`config.mk`:
```
export PLATFORM = sky130hd
export DESIGN_NAME = gated_running_median_filter_core
export DESIGN_NICKNAME = d
export VERILOG_FILES = /design/src/rtl/grmf_pkg.sv /design/src/rtl/grmf_cell.sv /design/src/rtl/grmf_chain.sv /design/src/rtl/gated_running_median_filter_core.sv
export VERILOG_INCLUDE_DIRS = /design/src /design/src/rtl
export SDC_FILE = /design/constraint.sdc
export NUM_CORES = 1
export LEC_CHECK = 0
export BUFFER_PORTS_ARGS = -buffer_cell sky130_fd_sc_hd__buf_2
export CORE_UTILIZATION = 40
export DETAILED_ROUTE_END_ITERATION = 10
export SETUP_SLACK_MARGIN = 0.4
export SYNTH_ARGS = -nofsm -noshare
export SYNTH_HDL_FRONTEND = slang
export SYNTH_SLANG_ARGS = --single-unit
```
`constraint.sdc`:
```
create_clock -name clk -period 2.9 [get_ports clk]
set_input_delay 0.145 -clock clk [delete_from_list [all_inputs] [get_ports clk]]
set_output_delay 0.145 -clock clk [all_outputs]
set_load 0.01 [all_outputs]
```
`src/rtl/assert_macros.svh`:
```
// assertion macros shared by the median filter rtl
`ifndef ASSERT_MACROS_SVH
`define ASSERT_MACROS_SVH

`ifndef SYNTHESIS

// expression must hold at every clock edge outside reset
`define GRMF_ASSERT_ALWAYS(lbl, clk, rst_n, expr) \
  lbl: assert property (@(posedge clk) disable iff (!rst_n) (expr)) \
    else $error("grmf assertion failed");

// same-cycle implication
`define GRMF_ASSERT_IMPL(lbl, clk, rst_n, ante, cons) \
  lbl: assert property (@(posedge clk) disable iff (!rst_n) (ante) |-> (cons)) \
    else $error("grmf assertion failed");

// next-cycle implication
`define GRMF_ASSERT_NEXT(lbl, clk, rst_n, ante, cons) \
  lbl: assert property (@(posedge clk) disable iff (!rst_n) (ante) |=> (cons)) \
    else $error("grmf assertion failed");

`else

`define GRMF_ASSERT_ALWAYS(lbl, clk, rst_n, expr)
`define GRMF_ASSERT_IMPL(lbl, clk, rst_n, ante, cons)
`define GRMF_ASSERT_NEXT(lbl, clk, rst_n, ante, cons)

`endif

`endif

```
`src/rtl/grmf_pkg.sv`:
```
// types and constants of the gated running median filter
`timescale 1ns / 1ps
package grmf_pkg;

  localparam int DIST_W        = 16;
  localparam int STATUS_W      = 8;
  localparam int WINDOW_DEF    = 5;

  localparam logic [DIST_W-1:0]   RANGE_LIMIT_RESET = 16'd8000;
  localparam logic [STATUS_W-1:0] NEW_SAMPLE_MASK   = 8'h07;

  typedef struct packed {
    logic [STATUS_W-1:0] interrupt_status;
    logic [DIST_W-1:0]   range_sample;
  } in_item_t;

  typedef struct packed {
    logic [DIST_W-1:0] median_distance;
    logic              distance_valid;
  } out_item_t;

  // handed left to right along the cell row
  typedef struct packed {
    logic passed;   // the oldest entry sits at or left of this cell
    logic rem_lt;   // remaining entry at this slot is <= new sample
  } cell_link_t;

endpackage

```
`src/rtl/grmf_cell.sv`:
```
// one cell of the sorted sample row: value plus age tag
`timescale 1ns / 1ps
`include "assert_macros.svh"
module grmf_cell #(
  parameter int WINDOW = grmf_pkg::WINDOW_DEF,
  parameter int INDEX  = 0,
  localparam int AGE_W = $clog2(WINDOW)
) (
  input  logic                      clk,
  input  logic                      rst_n,
  input  logic                      ins,
  input  logic [grmf_pkg::DIST_W-1:0] x,
  input  logic [grmf_pkg::DIST_W-1:0] left_val,
  input  logic [AGE_W-1:0]          left_age,
  input  logic [grmf_pkg::DIST_W-1:0] right_val,
  input  logic [AGE_W-1:0]          right_age,
  input  logic                      right_lt,
  input  grmf_pkg::cell_link_t      link_in,
  output grmf_pkg::cell_link_t      link_out,
  output logic                      lt_o,
  output logic [grmf_pkg::DIST_W-1:0] val_o,
  output logic [AGE_W-1:0]          age_o
);

  logic [grmf_pkg::DIST_W-1:0] val_r, val_nxt;
  logic [AGE_W-1:0]            age_r, age_nxt;
  logic                        oldest, before_r, left_before, at_k;

  assign lt_o        = (val_r <= x);
  assign oldest      = (age_r == AGE_W'(WINDOW - 1));
  assign before_r    = !(link_in.passed | oldest);
  assign left_before = !link_in.passed;

  assign link_out.passed = link_in.passed | oldest;
  assign link_out.rem_lt = before_r ? lt_o : right_lt;
  assign at_k            = !link_out.rem_lt && link_in.rem_lt;

  // slot below insert point keeps or pulls from right, the insert slot takes x, above it pulls from left or keeps
  always_comb begin
    if (link_out.rem_lt) begin
      val_nxt = before_r ? val_r : right_val;
      age_nxt = (before_r ? age_r : right_age) + AGE_W'(1);
    end else if (at_k) begin
      val_nxt = x;
      age_nxt = '0;
    end else begin
      val_nxt = left_before ? left_val : val_r;
      age_nxt = (left_before ? left_age : age_r) + AGE_W'(1);
    end
  end

  always_ff @(posedge clk) begin
    if (!rst_n) begin
      val_r <= '0;
      age_r <= AGE_W'(INDEX);
    end else if (ins) begin
      val_r <= val_nxt;
      age_r <= age_nxt;
    end
  end

  assign val_o = val_r;
  assign age_o = age_r;

endmodule

```
`src/rtl/grmf_chain.sv`:
```
// row of sorted cells with the median tap in the middle
`timescale 1ns / 1ps
`include "assert_macros.svh"
module grmf_chain #(
  parameter int WINDOW = grmf_pkg::WINDOW_DEF,
  localparam int AGE_W = $clog2(WINDOW)
) (
  input  logic                        clk,
  input  logic                        rst_n,
  input  logic                        ins,
  input  logic [grmf_pkg::DIST_W-1:0] x,
  output logic [grmf_pkg::DIST_W-1:0] median
);

  logic [grmf_pkg::DIST_W-1:0] val_w  [WINDOW];
  logic [AGE_W-1:0]            age_w  [WINDOW];
  logic                        lt_w   [WINDOW];
  grmf_pkg::cell_link_t        link_w [WINDOW];
  logic [WINDOW-1:0]           oldest_v;
  logic [WINDOW-2:0]           order_ok;

  for (genvar i = 0; i < WINDOW; i++) begin : g_cell
    grmf_pkg::cell_link_t        lin;
    logic [grmf_pkg::DIST_W-1:0] lval, rval;
    logic [AGE_W-1:0]            lage, rage;
    logic                        rlt;

    if (i == 0) begin : g_left_edge
      assign lin  = '{passed: 1'b0, rem_lt: 1'b1};
      assign lval = '0;
      assign lage = '0;
    end else begin : g_left
      assign lin  = link_w[i-1];
      assign lval = val_w[i-1];
      assign lage = age_w[i-1];
    end

    if (i == WINDOW - 1) begin : g_right_edge
      assign rval = '0;
      assign rage = '0;
      assign rlt  = 1'b0;
    end else begin : g_right
      assign rval = val_w[i+1];
      assign rage = age_w[i+1];
      assign rlt  = lt_w[i+1];
    end

    grmf_cell #(.WINDOW(WINDOW), .INDEX(i)) u_cell (
      .clk       (clk),
      .rst_n     (rst_n),
      .ins       (ins),
      .x         (x),
      .left_val  (lval),
      .left_age  (lage),
      .right_val (rval),
      .right_age (rage),
      .right_lt  (rlt),
      .link_in   (lin),
      .link_out  (link_w[i]),
      .lt_o      (lt_w[i]),
      .val_o     (val_w[i]),
      .age_o     (age_w[i])
    );

    assign oldest_v[i] = (age_w[i] == AGE_W'(WINDOW - 1));
  end

  for (genvar i = 0; i < WINDOW - 1; i++) begin : g_order
    assign order_ok[i] = (val_w[i] <= val_w[i+1]);
  end

  assign median = val_w[WINDOW/2];

  // exactly one entry is due for eviction, and the row stays sorted
  `GRMF_ASSERT_ALWAYS(a_one_oldest, clk, rst_n, $onehot(oldest_v))
  `GRMF_ASSERT_ALWAYS(a_row_sorted, clk, rst_n, &order_ok)

endmodule

```
`src/rtl/gated_running_median_filter_core.sv`:
```
// top level of the gated running median filter
`timescale 1ns / 1ps
`include "assert_macros.svh"
//
//  channel | direction | ports                          | moves
//  --------+-----------+--------------------------------+---------------------------
//  in      | input     | in_valid, in_ready, in_data    | status + range request
//  out     | output    | out_valid, out_ready, out_data | held median + valid flag
//  cfg     | input     | cfg_we, cfg_wdata              | range limit write
//
//  one request per cycle sustained while out_ready stays high; each accepted request
//  goes through the cell row update, then the median tap into the output register
//  the row of WINDOW cells sorts in place: each insert evicts the oldest entry and
//  drops the new range into its sorted slot, so the median is a fixed tap
//  synchronous active-low reset: cells hold zeros, limit goes to 8000, no result pending
//  out_ready low backs up through the stage register into in_ready; nothing is dropped
//
module gated_running_median_filter_core #(
  parameter int WINDOW = grmf_pkg::WINDOW_DEF
) (
  input  logic                        clk,
  input  logic                        rst_n,
  input  logic                        in_valid,
  output logic                        in_ready,
  input  grmf_pkg::in_item_t          in_data,
  output logic                        out_valid,
  input  logic                        out_ready,
  output grmf_pkg::out_item_t         out_data,
  input  logic                        cfg_we,
  input  logic [grmf_pkg::DIST_W-1:0] cfg_wdata
);

  // configuration
  logic [grmf_pkg::DIST_W-1:0] limit_r;

  // held state
  logic [grmf_pkg::DIST_W-1:0] held_dist_r, held_dist_nxt;
  logic                        held_valid_r, held_valid_nxt;

  // stage register between the cell row and the output register
  logic s1_valid_r, s1_valid_nxt;
  logic s1_upd_r;
  logic s1_hv_r;

  // output register
  logic                out_valid_r, out_valid_nxt;
  grmf_pkg::out_item_t out_data_r;

  logic                        in_acc, out_adv;
  logic                        flagged, in_range, ins;
  logic [grmf_pkg::DIST_W-1:0] median;

  assign out_adv  = s1_valid_r && (!out_valid_r || out_ready);
  assign in_ready = !s1_valid_r || out_adv;
  assign in_acc   = in_valid && in_ready;

  // gate: any of the low status bits marks a fresh sample
  assign flagged  = |(in_data.interrupt_status & grmf_pkg::NEW_SAMPLE_MASK);
  assign in_range = (in_data.range_sample < limit_r);
  assign ins      = in_acc && flagged && in_range;

  assign held_valid_nxt = flagged ? in_range : held_valid_r;

  grmf_chain #(.WINDOW(WINDOW)) u_chain (
    .clk    (clk),
    .rst_n  (rst_n),
    .ins    (ins),
    .x      (in_data.range_sample),
    .median (median)
  );

  // the row already holds this request's update when the stage register moves on
  assign held_dist_nxt = s1_upd_r ? median : held_dist_r;

  always_comb begin
    s1_valid_nxt = s1_valid_r;
    if (in_acc) begin
      s1_valid_nxt = 1'b1;
    end else if (out_adv) begin
      s1_valid_nxt = 1'b0;
    end
  end

  always_comb begin
    out_valid_nxt = out_valid_r;
    if (out_adv) begin
      out_valid_nxt = 1'b1;
    end else if (out_ready) begin
      out_valid_nxt = 1'b0;
    end
  end

  always_ff @(posedge clk) begin
    if (!rst_n) begin
      limit_r      <= grmf_pkg::RANGE_LIMIT_RESET;
      held_dist_r  <= '0;
      held_valid_r <= 1'b0;
      s1_valid_r   <= 1'b0;
      out_valid_r  <= 1'b0;
    end else begin
      if (cfg_we) begin
        limit_r <= cfg_wdata;
      end
      if (in_acc) begin
        held_valid_r <= held_valid_nxt;
      end
      if (out_adv) begin
        held_dist_r <= held_dist_nxt;
      end
      s1_valid_r  <= s1_valid_nxt;
      out_valid_r <= out_valid_nxt;
    end
  end

  // payload registers
  always_ff @(posedge clk) begin
    if (in_acc) begin
      s1_upd_r <= ins;
      s1_hv_r  <= held_valid_nxt;
    end
    if (out_adv) begin
      out_data_r.median_distance <= held_dist_nxt;
      out_data_r.distance_valid  <= s1_hv_r;
    end
  end

  assign out_valid = out_valid_r;
  assign out_data  = out_data_r;

  // a pending stage that cannot drain must block new requests
  `GRMF_ASSERT_IMPL(a_stall_blocks_in, clk, rst_n, s1_valid_r && !out_adv, !in_ready)
  // the valid flag only moves when a request is taken
  `GRMF_ASSERT_NEXT(a_flag_on_accept, clk, rst_n, !in_acc, $stable(held_valid_r))
  // the held median only moves when a result is loaded
  `GRMF_ASSERT_NEXT(a_dist_on_load, clk, rst_n, !out_adv, $stable(held_dist_r))

endmodule
```
==> flow_summary.yaml <==
status:
  outcome: "completed"
logic_synthesis:
  syn_avg_cell_area_um2: 8.939
  synth_nets: 1241
  yosysWarnings: 0
  synth_top_cell_area_share: 0.2656
  synth.area.top_cells: "dfxtp_1 (27%), ha_1 (13%), mux2i_1 (8.5%)"
  synth_largest_area_cell: "dfxtp_1"
  ys_ff_latch: 149
  synth_area_um2: 9797
  netlist_instances: 1096
  synth-edff-count: 19
  ys.flop_type: "dfxtp_1"
  synthArstFlopShare: 0
  synth.distinct_cells: 77
  seq_area_frac_synth: 0.3239
drt:
  wl_mm: 37.22
  via_count: 9984
  first_pass_iters: 6
  vias_per_cell: 5.989
  drc: 0
  ant_nets: 0
  drt-initial-drc-count: 1118
  wl_per_cell_um: 22.33
grt:
  grt_pass1_wl_mm: 53.74
  grt_pass1_vias: 9502
  busiest_layer: "met2"
  antenna_found_initial: 1
  use_met1: 0.3634
  grt_max_degree: 61
  globalRouteOverflowTotal: 0
  grt_use_met3: 0.06124
  grtUsageTotal: 0.2886
  met2_usage: 0.4666
timing:
  timing.final.crit_share: 0.9661
  clock.fmax_mhz: 356.9
  slew_viol_final: 0
  relSlewSlack: 0.4883
  hold_viol: 0
  skew_ns: 0.01182
  rsz0062_at_grt: "yes"
  setup_viol: 0
  period_minus_slack_ns: 2.802
  tightestPinTransition_ns: 0.7675
die:
  core-area_um2: 23750
  die_h_um: 158.5
  die_w_um: 158.5
  ios: 64
  die_area_um2: 25120
  num_rows: 56
  start_util: 0.4125
cts:
  cts_sinks: 149
  cts_max_path_buffers: 2
  numCtsBuffers: 17
  root_buffer: "clkbuf_16"
  cts_tree: "yes"
  worstSkewPairLatency_ns: 0.45
  clkTransAtPathRegs_ns: 0.07
  cts_max_level: 4
placed_design:
  placed_area_um2: 11330
  place_congestion: 0.9357
  port_buffers: 58
  hpwlAfterDp_mm: 23.50
setup_path:
  start_kind: "flip-flop"
  endpoint_kind: "flip-flop"
  worstPathMaxFanout: 7
  arrival_ns: 3.19
  cp.required_ns: 3.28
  critPathKind: "flip-flop to flip-flop"
layout:
  finalInstanceArea_um2: 14210
  post_route_cells_drive_above_1_share: 0.3843
  fillers: 1905
  final_util: 0.5984
  final_nets: 1480
  diodes: 0
  syn_to_final_growth_pct: 45.08
power_and_ir_drop:
  power_density_nw_per_um2: 379.4
  ir_drop_mv: 0.3479
  p_leak_nw: 6.220
run:
  max-cap-violations: 0
hold_path:
  hold_path_class: "primary input to flip-flop"
-- worst paths after layout --
check | start | to | slack [ns] | cells after the start
max | u_chain.g_cell[3].u_cell.val_o[1] | u_chain.g_cell[4].u_cell.val_o[12] | 0.1 | 12
min | out_ready | out_valid | 0.02 | 4
max reg2reg | u_chain.g_cell[3].u_cell.val_o[1] | u_chain.g_cell[4].u_cell.val_o[12] | 0.1 | 12
min reg2reg | s1_hv_r | out_data[0] | 0.42 | 0
-- where the power goes --
group | total [mW] | internal [mW] | switching (mW)
Sequential | 2.20 | 2.15 | 0.0542
Clock | 2.27 | 1.22 | 1.05
Combinational | 0.925 | 0.414 | 0.511
Total | 5.39 | 3.78 | 1.61
-- flip-flops by register name, indices dropped and copies added, names as in the netlist --
register	cells
u_chain.g_cell.u_cell.age_o	15
out_valid	1
limit_r	16
held_valid_r	1
s1_valid_r	1
u_chain.g_cell.u_cell.val_o	80
out_data	17
s1_hv_r	1
s1_upd_r	1
held_dist_r	16
-- cells in the final DEF (no fill, tap or decap), types with 6 or more instances in the layout --
| cell type | n |
|---|---|
| nand2_1 | 185 |
| buf_4 | 126 |
| dfxtp_1 | 94 |
| mux2i_1 | 76 |
| ha_1 | 67 |
| nor2_1 | 63 |
| buf_2 | 58 |
| a21oi_1 | 43 |
| inv_1 | 41 |
| o21ai_1 | 38 |
| buf_6 | 37 |
| a221o_1 | 34 |
| dfxtp_2 | 34 |
| ha_4 | 33 |
| mux2_2 | 32 |
| buf_12 | 27 |
| clkbuf_16 | 20 |
| edfxtp_1 | 19 |
| mux2_4 | 18 |
| and3_1 | 17 |
| dlygate4sd3_1 | 17 |
| nand4_1 | 16 |
| a32oi_1 | 16 |
| o21ai_0 | 13 |
| a21oi_2 | 13 |
| o211ai_1 | 12 |
| nand3_1 | 11 |
| o221ai_1 | 10 |
| nor2_4 | 9 |
| a21o_1 | 7 |
| nor2_2 | 7 |
| buf_16 | 7 |
| nor2b_1 | 6 |
| nor3_2 | 6 |
| nand3_2 | 6 |
| inv_6 | 6 |
-- synth_stat cells, types with 3 or more instances --
cell / n
buf_4: 4
o221ai_1: 13
nor3_1: 10
o21ai_1: 32
o211ai_1: 12
o22ai_1: 3
xnor2_1: 3
a21o_1: 7
nor4_1: 4
a221o_1: 34
o32a_1: 3
inv_1: 41
a32oi_1: 16
a211oi_1: 4
mux2_2: 33
clkbuf_1: 34
nand4_1: 16
a22o_1: 3
buf_2: 12
o21a_1: 4
and3_1: 17
nand2_1: 190
nand3_1: 17
buf_6: 5
nor2b_1: 8
a22oi_1: 6
o32ai_1: 4
buf_1: 4
mux2i_1: 83
nor2_1: 78
nand2b_1: 3
o21ai_0: 20
a21oi_1: 56
mux2_4: 17
dfxtp_1: 130
edfxtp_1: 19
and4_1: 3
ha_1: 100
-- cells by family (layout without fill, tap and decap cells) --
| family | count (synthesis) | in the layout | share of synthesized area |
|---|---|---|---|
| AOI/OAI and AO/OA | 244 | 244 | 0.1830 |
| xor gates and xnor gates | 4 | 4 | 0.003577 |
| adders and majority gates | 100 | 100 | 0.1277 |
| DFF | 149 | 149 | 0.3239 |
| muxes | 134 | 134 | 0.1502 |
| buffers and inverters | 102 | 354 | 0.04610 |
| and+or+nand+nor | 363 | 363 | 0.1655 |
-- per-layer routing --
metal | part of all wire | vias to the layer above | wire length, µm
li1 | - | 4546 | -
met1 | 0.41 | 4809 | 15250
met2 | 0.45 | 467 | 16860
met3 | 0.080 | 162 | 2982
met4 | 0.057 | 0 | 2127
met5 | 0 | - | 0
-- through the flow --
step	setup slack, ns	power, mW	std cells	hold slack, ns	setup TNS [ns]
finish	0.09829	5.393	1667	0.02157	0
global placement	-0.3712	2.936	1528	0.3677	-11.18
global route	0.05297	5.555	1667	0.04399	0
floorplan	0.4010	2.656	1096	0.2745	0
CTS	0.1877	5.288	1642	0.02032	0
detailed placement	-0.3445	2.947	1528	0.3706	-10.35
-- layout make-up --
class	count	area (µm²)	share of cell area
Clock buffer	17	425.4	0.02993
Clock inverter	15	162.7	0.01144
Inverter	42	157.7	0.01109
Multi-Input combinational cell	845	7147	0.5028
Sequential cell	149	3223	0.2268
Tap cell	319	399.1	0.02808
Timing Repair Buffer	280	2699	0.1899
-- critical path, stage by stage, from the launching register on --
cell	delay [ns]
dfxtp_2	0.36
ha_4	0.20
nor2b_4	0.12
o211ai_1	0.33
a21boi_2	0.09
o41a_1	0.40
buf_4	0.18
mux2_4	0.28
buf_6	0.12
nor3_4	0.21
buf_6	0.15
clkbuf_16	0.15
a221o_1	0.14
-- what timing repair did --
| action | 4_1_cts | 5_1_grt |
|---|---|---|
| setup buffers | 57 | 21 |
| hold endpoints to repair | 17 | 0 |
| cloned | 8 | 4 |
| pin swaps | 84 | 40 |
| setup endpoints to repair | 94 | 94 |
| hold buffers | 17 | 0 |
| resized for setup | 160 | 81 |
No activity file was read; power rests on OpenSTA's default activity.
